--- src/sv/lge_pkg.sv ---
package lge_pkg;

  localparam int GRID_SIZE_DEF = 64;
  localparam int CELL_W        = 64;
  localparam int ROW_IDX_W     = 6;

  localparam logic CMD_LOAD = 1'b0;
  localparam logic CMD_STEP = 1'b1;

  typedef struct packed {
    logic                 command;
    logic [ROW_IDX_W-1:0] row_index;
    logic [CELL_W-1:0]    row_cells;
  } in_item_t;

  typedef struct packed {
    logic [ROW_IDX_W-1:0] out_row_index;
    logic [CELL_W-1:0]    out_row_cells;
    logic                 last_row;
  } out_item_t;

  typedef struct packed {
    logic                 ld_en;
    logic                 rd_en;
    logic [ROW_IDX_W-1:0] rd_addr;
    logic                 win_init;
    logic                 advance;
    logic [ROW_IDX_W-1:0] row;
    logic                 last;
  } dp_cmd_t;

endpackage

--- src/sv/lge_ctrl.sv ---
module lge_ctrl #(
  parameter int GRID_SIZE = lge_pkg::GRID_SIZE_DEF
) (
  input  logic              clk,
  input  logic              rst_n,
  input  logic              start,
  input  lge_pkg::in_item_t in_item,
  output logic              busy,
  output lge_pkg::dp_cmd_t  dp_cmd
);
  import lge_pkg::*;

  localparam int AW      = $clog2(GRID_SIZE);
  localparam int AHEAD_W = ROW_IDX_W + 1;
  localparam logic [AW-1:0] LAST_ROW = AW'(GRID_SIZE - 1);

  localparam logic [1:0] ST_IDLE = 2'd0;
  localparam logic [1:0] ST_FILL = 2'd1;
  localparam logic [1:0] ST_RUN  = 2'd2;

  logic [1:0]         state_r, state_nxt;
  logic [AW-1:0]      row_r, row_nxt;
  logic [AHEAD_W-1:0] row_ahead;
  logic               in_range;

  assign row_ahead = AHEAD_W'(row_r) + AHEAD_W'(2);
  assign in_range  = AHEAD_W'(in_item.row_index) < AHEAD_W'(GRID_SIZE);
  assign busy      = (state_r != ST_IDLE);

  always_comb begin
    state_nxt = state_r;
    row_nxt   = row_r;
    dp_cmd    = '0;
    dp_cmd.row  = ROW_IDX_W'(row_r);
    dp_cmd.last = (row_r == LAST_ROW);
    unique case (state_r)
      ST_IDLE: begin
        if (start) begin
          if (in_item.command == CMD_STEP) begin
            dp_cmd.rd_en   = 1'b1;
            dp_cmd.rd_addr = '0;
            state_nxt      = ST_FILL;
          end else if (in_range) begin
            dp_cmd.ld_en = 1'b1;
          end
        end
      end
      ST_FILL: begin
        dp_cmd.rd_en    = 1'b1;
        dp_cmd.rd_addr  = ROW_IDX_W'(1);
        dp_cmd.win_init = 1'b1;
        row_nxt         = '0;
        state_nxt       = ST_RUN;
      end
      ST_RUN: begin
        dp_cmd.advance = 1'b1;
        dp_cmd.rd_en   = (row_ahead < AHEAD_W'(GRID_SIZE));
        dp_cmd.rd_addr = row_ahead[ROW_IDX_W-1:0];
        if (row_r == LAST_ROW) begin
          state_nxt = ST_IDLE;
        end else begin
          row_nxt = row_r + AW'(1);
        end
      end
      default: begin
        state_nxt = ST_IDLE;
      end
    endcase
  end

  always_ff @(posedge clk) begin
    if (!rst_n) begin
      state_r <= ST_IDLE;
      row_r   <= '0;
    end else begin
      state_r <= state_nxt;
      row_r   <= row_nxt;
    end
  end

endmodule

--- config.mk ---
export PLATFORM = sky130hd
export DESIGN_NAME = lge_ctrl
export DESIGN_NICKNAME = d
export VERILOG_FILES = /design/src/sv/lge_pkg.sv /design/src/sv/lge_ctrl.sv
export SDC_FILE = /design/constraint.sdc
export NUM_CORES = 1
export LEC_CHECK = 0
export BUFFER_PORTS_ARGS = -buffer_cell sky130_fd_sc_hd__buf_2
export CAP_MARGIN = 0
export CORE_ASPECT_RATIO = 1.4
export CORE_MARGIN = 1.5
export CORE_UTILIZATION = 29
export DETAILED_ROUTE_END_ITERATION = 10
export PLACE_DENSITY = 0.79
export REMOVE_ABC_BUFFERS = 1
export SLEW_MARGIN = 10
export SYNTH_ARGS = -nofsm -noshare
export SYNTH_HDL_FRONTEND = slang
export SYNTH_SLANG_ARGS = --single-unit
--- constraint.sdc ---
create_clock -name clk -period 3.4 [get_ports clk]
set_clock_uncertainty 0.2 [all_clocks]
set_input_delay 0.34 -clock clk [delete_from_list [all_inputs] [get_ports clk]]
set_output_delay 0.34 -clock clk [all_outputs]
set_load 0.005 [all_outputs]
==> impl_results.md <==
* Post-synth top flop: dfxtp_1
* First-pass GRT wire length at 2.28 mm
* Vias/cell at 5.40
* # DRC at 0
* IO Count at 92
* Largest net degree at the start of global routing at 13
* Worst-path clk slew at 50 ps
* Max-slew violation count at 0
* Starting Density at 31.4%
* Peak supply drop at 0.180 mV
* Tot Pwr at 0.000200 W
* Post-synth top cells: dfxtp_1 (8), nand2_1 (7), nor2_1 (7)
* Die H at 55.0 um
* Final setup viols at 0
* Crit-path most repeated cell: o21ai_0
* Yosys reg bits at 8
* Placed wire-length estimate at 1.01 mm
* Slowest-stage cell, CP: dfxtp_1
* Antenna violations before repair at 0
* Fillers at 183
* Fraction of layout cells with a size suffix above 1 at 28.9%
* Post-synth EDFFs at 0
* TritonCTS buffer count at 3
* Min cycle time layout at 2180 ps
* Netlist cell types at 33
* Yosys top cell by area: dfxtp_1
* Cell count of the worst hold path at 2
* FMAX at 459 MHz
* Sink Count at 8
* Layout area overhead at 21.3%
* First-pass DRT Iterations at 4
* CP peak stage delay at 530 ps
* Cell with the most instances after synthesis: dfxtp_1
* Worst Reg-to-Reg Cells at 4
* Worst hold path type: input pin to flip-flop
* Antenna fix cells at 0
* Num rows at 18
* Total setup buffers inserted after CTS at 0
* IO buf count at 21
* Multi-input combinational cell area at 350 um2
* Clk Latency, worst-skew pair at 260 ps
* Hold Fails Final Rpt at 0
* Core box area at 0.00178 mm2
* Worst setup path class: flip-flop to output port
* Gr ovfl total at 0
* Setup tns final at 0 ps
* DRT Wirelength at 1.33 mm
* Fin crit share at 64.1%
* Cells after synthesis at 72
* Resized cells post-CTS at 0
* Vias in the first global route at 572
* Crit-path cells: nand2b_1 -> inv_1 -> o21ai_0 -> o21ai_0 -> buf_2
* Synthesis warning total at 0
* WL per Instance at 12.1 um
* Slew margin rel. at 75.5%
* Synth area leaders: dfxtp_1 (29%), nand2_1 (4.7%), nor2_1 (4.7%)
* Max Cap Viol at 0
* CTS tree: done
* RSZ-0062 raised after global routing: no
* Sequential element share of the synthesized area at 28.6%
* PD cells at 295 mW/mm2
* GPL Wtd Cong at 0.804
* DR iter-0 viols at 5
* # H-tree levels at 1
* Async SR Flop Fraction at 0%
* CP Data Required Time at 2860 ps
* Crit path capture type: output port
* Crit Path Max Fanout at 12
* Outcome: finished, final reports clean
* Mean Syn Cell Area at 7.77 um2
* Synth top area share at 28.6%
* Chip Width at 40.1 um
* Leak pwr at 0.329 nW
* Root Buffer: clkbuf_4
* Synthesized cell area at 559 um2
* GRT Util Overall at 15.5%
* DIE AREA at 0.00220 mm2
* CP startpoint kind: flip-flop
* NumNets Final at 168
* Hold-fix buffers, CTS at 0
* Clk buf depth at 2
* Seq. cell area at 160 um2
* Antenna viol nets, final at 0
* Slew at the pin closest to its max-slew limit at 367 ps
* Vias at 594
* Worst path arrival time at 1640 ps
placed cells by master (no fill, tap or decap), drive strengths merged, types with 3 or more instances in the layout:
master and count:
inv 4, a21oi 4, nand3 3, nand2 7
o21ai 5, xnor2 3, buf 21, nor2 7
clkbuf 3, dfxtp 8
per-stage QoR:
step / instance area [um2] / setup slack (ps) / utilization [%] / cells / hold slack (ps)
floorplan: 526 / 1850 / - / 66 / 271
global placement: 656 / 1530 / 36.8 / 107 / 357
detailed placement: 656 / 1510 / 36.8 / 107 / 366
CTS: 678 / 1240 / 38.1 / 110 / 173
global route: 678 / 1060 / 38.1 / 110 / 165
finish: 678 / 1220 / 38.1 / 110 / 171
per-layer routing:
| metal | GRT usage, % | up-vias | share of wire [%] |
|---|---|---|---|
| met4 | 10.3 | 0 | 2.2 |
| met5 | 0 | - | 0 |
| met1 | 15.7 | 268 | 39 |
| met2 | 25.0 | 30 | 50 |
| met3 | 6.40 | 4 | 8.3 |
| li1 | - | 292 | - |
final timing paths:
path,startpoint,endpoint,slack [ps]
worst max-delay path,state_r[0],dp_cmd[15],1220
worst min-delay path,start,state_r[0],170
worst max register to register,row_r[1],state_r[1],1790
worst min register to register,row_r[0],row_r[0],380
state kept, by name, summed over array words and instances, names as in the netlist:
signal	count
row_r	6
state_r	2
logic make-up after synthesis:
| group | after synthesis | share of synthesized area (%) |
|---|---|---|
| AO/OA/AOI/OAI | 17 | 19.9 |
| XOR/XNOR | 4 | 6.27 |
| adder cells (fa/ha/maj) | 2 | 4.47 |
| buffers and inverters | 10 | 8.72 |
| flip-flops | 8 | 28.6 |
| multiplexers | 1 | 2.01 |
| AND/OR/NAND/NOR | 30 | 30.0 |
report_power, final:
group | switching, W | internal [W] | leakage [nW]
Clock | 0.0000346 | 0.0000406 | 0.0138
Sequential | 0.00000473 | 0.0000958 | 0.0647
Combinational | 0.0000126 | 0.0000117 | 0.251
critical path, delay by kind of cell, from the launching register on:
kind / cells / cell delay (ps)
AOI/OAI and AO/OA: 2 / 230
buffers and inverters: 2 / 290
DFF: 1 / 530
and+or+nand+nor: 1 / 330
area by class of cell:
class                      count  share of cell area [%]
inverter                       4                    2.21
sequential                     8                    23.6
clock buffer                   3                    3.32
timing repair buffer          21                    15.5
tap                           20                    3.69
multi-input combinational     54                    51.7
(Power assumes the default switching activity.)
