===== config.mk =====
export PLATFORM = sky130hd
export DESIGN_NAME = lge_datapath
export DESIGN_NICKNAME = d
export VERILOG_FILES = /design/src/sv/lge_pkg.sv /design/src/sv/lge_datapath.sv
export SDC_FILE = /design/constraint.sdc
export NUM_CORES = 2
export LEC_CHECK = 0
export BUFFER_PORTS_ARGS = -buffer_cell sky130_fd_sc_hd__buf_2
export CAP_MARGIN = 20
export CORE_UTILIZATION = 32
export CTS_CLUSTER_DIAMETER = 150
export DETAILED_ROUTE_END_ITERATION = 10
export GPL_TIMING_DRIVEN = 0
export PLACE_DENSITY_LB_ADDON = 0.15
export SLEW_MARGIN = 20
export SYNTH_ARGS = -nofsm -noshare
export SYNTH_HDL_FRONTEND = slang
export SYNTH_SLANG_ARGS = --single-unit

===== constraint.sdc =====
create_clock -name clk -period 6.04 [get_ports clk]
set_input_delay 1.51 -clock clk [delete_from_list [all_inputs] [get_ports clk]]
set_output_delay 1.51 -clock clk [all_outputs]
set_load 0.005 [all_outputs]

===== src/sv/lge_pkg.sv =====
package lge_pkg;

  localparam int GRID_SIZE_DEF = 64;
  localparam int CELL_W        = 64;
  localparam int ROW_IDX_W     = 6;

  localparam logic CMD_LOAD = 1'b0;
  localparam logic CMD_STEP = 1'b1;

  typedef struct packed {
    logic                 command;
    logic [ROW_IDX_W-1:0] row_index;
    logic [CELL_W-1:0]    row_cells;
  } in_item_t;

  typedef struct packed {
    logic [ROW_IDX_W-1:0] out_row_index;
    logic [CELL_W-1:0]    out_row_cells;
    logic                 last_row;
  } out_item_t;

  typedef struct packed {
    logic                 ld_en;
    logic                 rd_en;
    logic [ROW_IDX_W-1:0] rd_addr;
    logic                 win_init;
    logic                 advance;
    logic [ROW_IDX_W-1:0] row;
    logic                 last;
  } dp_cmd_t;

endpackage


===== src/sv/lge_datapath.sv =====
module lge_datapath #(
  parameter int GRID_SIZE = lge_pkg::GRID_SIZE_DEF
) (
  input  logic               clk,
  input  logic               rst_n,
  input  lge_pkg::in_item_t  in_item,
  input  lge_pkg::dp_cmd_t   dp_cmd,
  output logic               out_valid,
  output lge_pkg::out_item_t out_item
);
  import lge_pkg::*;

  localparam int AW = $clog2(GRID_SIZE);
  localparam logic [CELL_W-1:0] COL_MASK = {CELL_W{1'b1}} >> (CELL_W - GRID_SIZE);

  function automatic logic [CELL_W-1:0] next_row(input logic [CELL_W-1:0] above,
                                                 input logic [CELL_W-1:0] cur,
                                                 input logic [CELL_W-1:0] below);
    logic [CELL_W-1:0] a_l, a_r, c_l, c_r, b_l, b_r, res;
    logic [3:0]        cnt;
    a_l = above << 1;
    a_r = above >> 1;
    c_l = cur << 1;
    c_r = cur >> 1;
    b_l = below << 1;
    b_r = below >> 1;
    res = '0;
    for (int c = 0; c < CELL_W; c++) begin
      cnt = 4'(a_l[c]) + 4'(above[c]) + 4'(a_r[c]) + 4'(c_l[c]) + 4'(c_r[c])
          + 4'(b_l[c]) + 4'(below[c]) + 4'(b_r[c]);
      res[c] = (cnt == 4'd3) || (cur[c] && (cnt == 4'd2));
    end
    return res;
  endfunction

  logic [CELL_W-1:0]    mem [GRID_SIZE];
  logic [GRID_SIZE-1:0] valid_r;
  logic [CELL_W-1:0]    rd_raw_r;
  logic                 rd_vld_r;
  logic [CELL_W-1:0]    above_r, cur_r;
  logic                 out_valid_r;
  out_item_t            out_item_r;

  logic [CELL_W-1:0]    rd_row, below, fresh, wr_data;
  logic [ROW_IDX_W-1:0] wr_addr;
  logic                 wr_en;

  assign rd_row  = rd_vld_r ? rd_raw_r : '0;
  assign below   = dp_cmd.last ? '0 : rd_row;
  assign fresh   = next_row(above_r, cur_r, below) & COL_MASK;
  assign wr_en   = dp_cmd.ld_en | dp_cmd.advance;
  assign wr_addr = dp_cmd.ld_en ? in_item.row_index : dp_cmd.row;
  assign wr_data = dp_cmd.ld_en ? (in_item.row_cells & COL_MASK) : fresh;

  always_ff @(posedge clk) begin
    if (wr_en) begin
      mem[wr_addr[AW-1:0]] <= wr_data;
    end
    if (dp_cmd.rd_en) begin
      rd_raw_r <= mem[dp_cmd.rd_addr[AW-1:0]];
    end
  end

  always_ff @(posedge clk) begin
    if (!rst_n) begin
      valid_r     <= '0;
      rd_vld_r    <= 1'b0;
      out_valid_r <= 1'b0;
    end else begin
      if (wr_en) begin
        valid_r[wr_addr[AW-1:0]] <= 1'b1;
      end
      if (dp_cmd.rd_en) begin
        rd_vld_r <= valid_r[dp_cmd.rd_addr[AW-1:0]];
      end
      out_valid_r <= dp_cmd.advance;
    end
  end

  always_ff @(posedge clk) begin
    if (dp_cmd.win_init) begin
      above_r <= '0;
      cur_r   <= rd_row;
    end else if (dp_cmd.advance) begin
      above_r <= cur_r;
      cur_r   <= below;
    end
    if (dp_cmd.advance) begin
      out_item_r.out_row_index <= dp_cmd.row;
      out_item_r.out_row_cells <= fresh;
      out_item_r.last_row      <= dp_cmd.last;
    end
  end

  assign out_valid = out_valid_r;
  assign out_item  = out_item_r;

endmodule


==> out/qor.yml <==
synth:
  syn_nets: 8411
  postSynthRegisterBits: 4425
  synth_most_common_cell: "edfxtp_1"
  postSynthAreaPerCell_um2: 22.5
  synth_cell_types: 39
  ys.flop_type: "edfxtp_1"
  synth_fa_ha_area_frac: 0.0417
  synth.top_cell.area_share: 0.726
  synth-warning-count: 0
  synth.top_cells.by_count: "edfxtp_1 (4,295), mux4_2 (1,288), inv_1 (382)"
  synth-xor-area-share: 0
  seq_area_frac_synth: 0.741
  synth_area_leaders: "edfxtp_1 (73%), mux4_2 (16%), fa_1 (2.8%), dfxtp_1 (1.5%), ha_1 (1.3%)"
  synth_mux_area_frac: 0.172
  synthesis.area_um2: 178000
  synth_top_family_by_area: "multiplexers"
  yosys.area_share.simple: 0.0122
  synth_compound_area_frac: 0.0156
  synth_cells: 7881
  yosys.area.top_type: "edfxtp_1"
  async_flop_share: 0
  synth-edff-count: 4295
placed_design:
  hpwl_um: 377000
  dpl_cell_area_um2: 195000
  io_buffers: 154
  place_congestion: 0.753
routing:
  antenna_left: 0
  drtIter0Drc: 8146
  route.detailed.drc: 0
  wl_per_cell_um: 32.0
  vias: 84800
  drt_wl_total_um: 529000
  routed_via_density: 5.13
  firstDrtPassIters: 5
die:
  die_h_um: 747
  initial_core_util: 0.321
  die_w_um: 747
  rows: 273
  num_io_pins: 162
  die-area_um2: 558000
  core_area_um2: 553000
critical_path:
  cp_cell_sequence: "buf_2 -> nor2b_1 -> clkbuf_2 -> clkbuf_2 -> buf_12 -> and2_1 -> inv_1 -> fa_1 -> inv_1 -> fa_1 -> ha_1 -> fa_1 -> and3_1 -> o221a_2 -> mux2_2 -> buf_12"
  reg2reg_depth: 15
  reg2reg_to: "mem[7][52]"
  crit_end: "mem[7][52]"
  rrSetupSlack_ps: 410
  cpMostUsedCell: "fa_1"
  worstSetupPathType: "input port to flop"
  cp_slowest_stage_delay_ps: 530
  worstSetupPathDepth: 16
  critPathTopFamily: "buffers and inverters"
  cp_max_fo: 44
  r2r-start: "rd_vld_r"
  critPathLaunchType: "input port"
  worstSetupStartpoint: "dp_cmd[0]"
  slowest_stage: "mux2_2"
  worstPathArrival_ps: 6580
  required_ps: 6780
  crit_path_end_kind: "flop"
  crit_buf_inv: 7
sta:
  finalHoldViolations: 0
  rsz0062_at_grt: "false"
  setup_viol: 0
  slew_headroom: 0.206
  period_share: 0.966
  finalMaxSlewViolations: 0
  fmax_mhz: 171
  fin_skew_ps: 67.6
  tightestPinTransition_ps: 1190
  tns_ps: 0
  final.min_clock_period_ps: 5830
global_routing:
  grt_pass1_wl_um: 729000
  grt_overflow: 0
  grt.total_usage: 0.187
  grt_antenna_before_repair: 40
  grt_pass1_vias: 89400
  grt_max_degree: 65
clock_tree:
  clkTransAtPathRegs_ps: 60
  cts_buffer_depth: 4
  cts_hold_buf: 0
  root_buffer: "clkbuf_16"
  numCtsBuffers: 459
  cts.htree.levels: 5
  clk_latency_ps: 1050
  clock_sinks: 4425
  cts_tree: "done"
  cts_setup_buffers: 0
power:
  power.leakage_nw: 69.1
  p_per_area_nw_per_um2: 325
  max-vdd-ir-drop_uv: 274
cells_and_area:
  nNetsFinal: 9345
  area_delta_synth_final_pct: 18.2
  drive_gt1_frac: 0.298
  final_area_um2: 210000
min_path:
  hp-class: "flop to flop"
run:
  maxCapViolations: 0
status:
  outcome: "complete, no violations"
## cell type report
type | instances | area, um^2
Inverter | 382 | 1430
Sequential cell | 4425 | 132000
Buffer | 362 | 1720
Antenna cell | 26 | 65.1
Multi-Input combinational cell | 2712 | 43700
Timing Repair Buffer | 473 | 7550
Tap cell | 7287 | 9120
Fill cell | 49600 | 343000
Clock buffer | 600 | 12300
Clock inverter | 259 | 2420
## state kept, by name, summed over array words and instances, names as in the netlist
name / cells
valid_r: 64
cur_r: 64
rd_vld_r: 1
above_r: 64
out_item: 71
out_valid: 1
mem: 4096
rd_raw_r: 64
## layer usage
layer | vias to the layer above | wire length [um] | global-route usage
met1 | 47100 | 218000 | 0.248
li1 | 34700 | - | -
met2 | 2424 | 270000 | 0.328
met5 | - | 12 | 0
met3 | 627 | 27900 | 0.0253
met4 | 2 | 12700 | 0.0411
## logic make-up (layout without fill, tap and decap cells)
family	count (synthesis)	count (layout)
DFF	4425	4425
other	0	26
AOI/OAI and AO/OA	382	382
adders and majority gates	440	440
buffers and inverters	744	2076
muxes	1440	1440
and+or+nand+nor	450	450
## power by group
group	total [mW]	switching [mW]	internal, mW
sequential	35.0	0.150	34.9
combinational	5.15	3.39	1.75
clock	28.1	12.3	15.8
## per-stage QoR
step | power (mW) | worst slack [ps] | util | hold slack (ps) | instances
4_1_cts | 69.0 | 4.12 | 0.379 | 464 | 16500
6_report | 68.3 | 205 | 0.380 | 466 | 16500
5_1_grt | 70.4 | 84.7 | 0.380 | 479 | 16500
3_5_place_dp | 40.9 | -1600 | 0.353 | 450 | 15600
2_1_floorplan | 38.5 | 442 | - | 435 | 7881
3_3_place_gp | 40.6 | -8220 | 0.339 | 441 | 15300
## cell usage in the layout, fill, tap and decap left out, types with 86 or more instances in the layout
cell type,n
dfxtp_1,130
ha_1,188
fa_1,252
and2_1,128
a22oi_1,133
nand2_1,86
mux2i_1,87
buf_12,260
clkbuf_1,249
mux4_2,1288
edfxtp_1,4295
clkinv_1,97
buf_2,248
inv_1,382
nor2_1,87
clkbuf_16,465
## how the worst min path moves through the flow
stage	start	to	depth (start not counted)	slack, ps
final	valid_r[18]	valid_r[18]	1	470
after global routing	valid_r[58]	valid_r[58]	1	480
after detailed placement	valid_r[24]	valid_r[24]	1	450
after CTS	valid_r[24]	valid_r[24]	1	460
after floorplan	valid_r[10]	valid_r[10]	1	440
after global placement	valid_r[20]	valid_r[20]	1	440
## repair_timing
item	CTS	global route
pin swaps	0	0
gates resized for setup	12	1
setup endpoints to repair	925	28
Note: power is estimated with default switching activity, not from simulation.
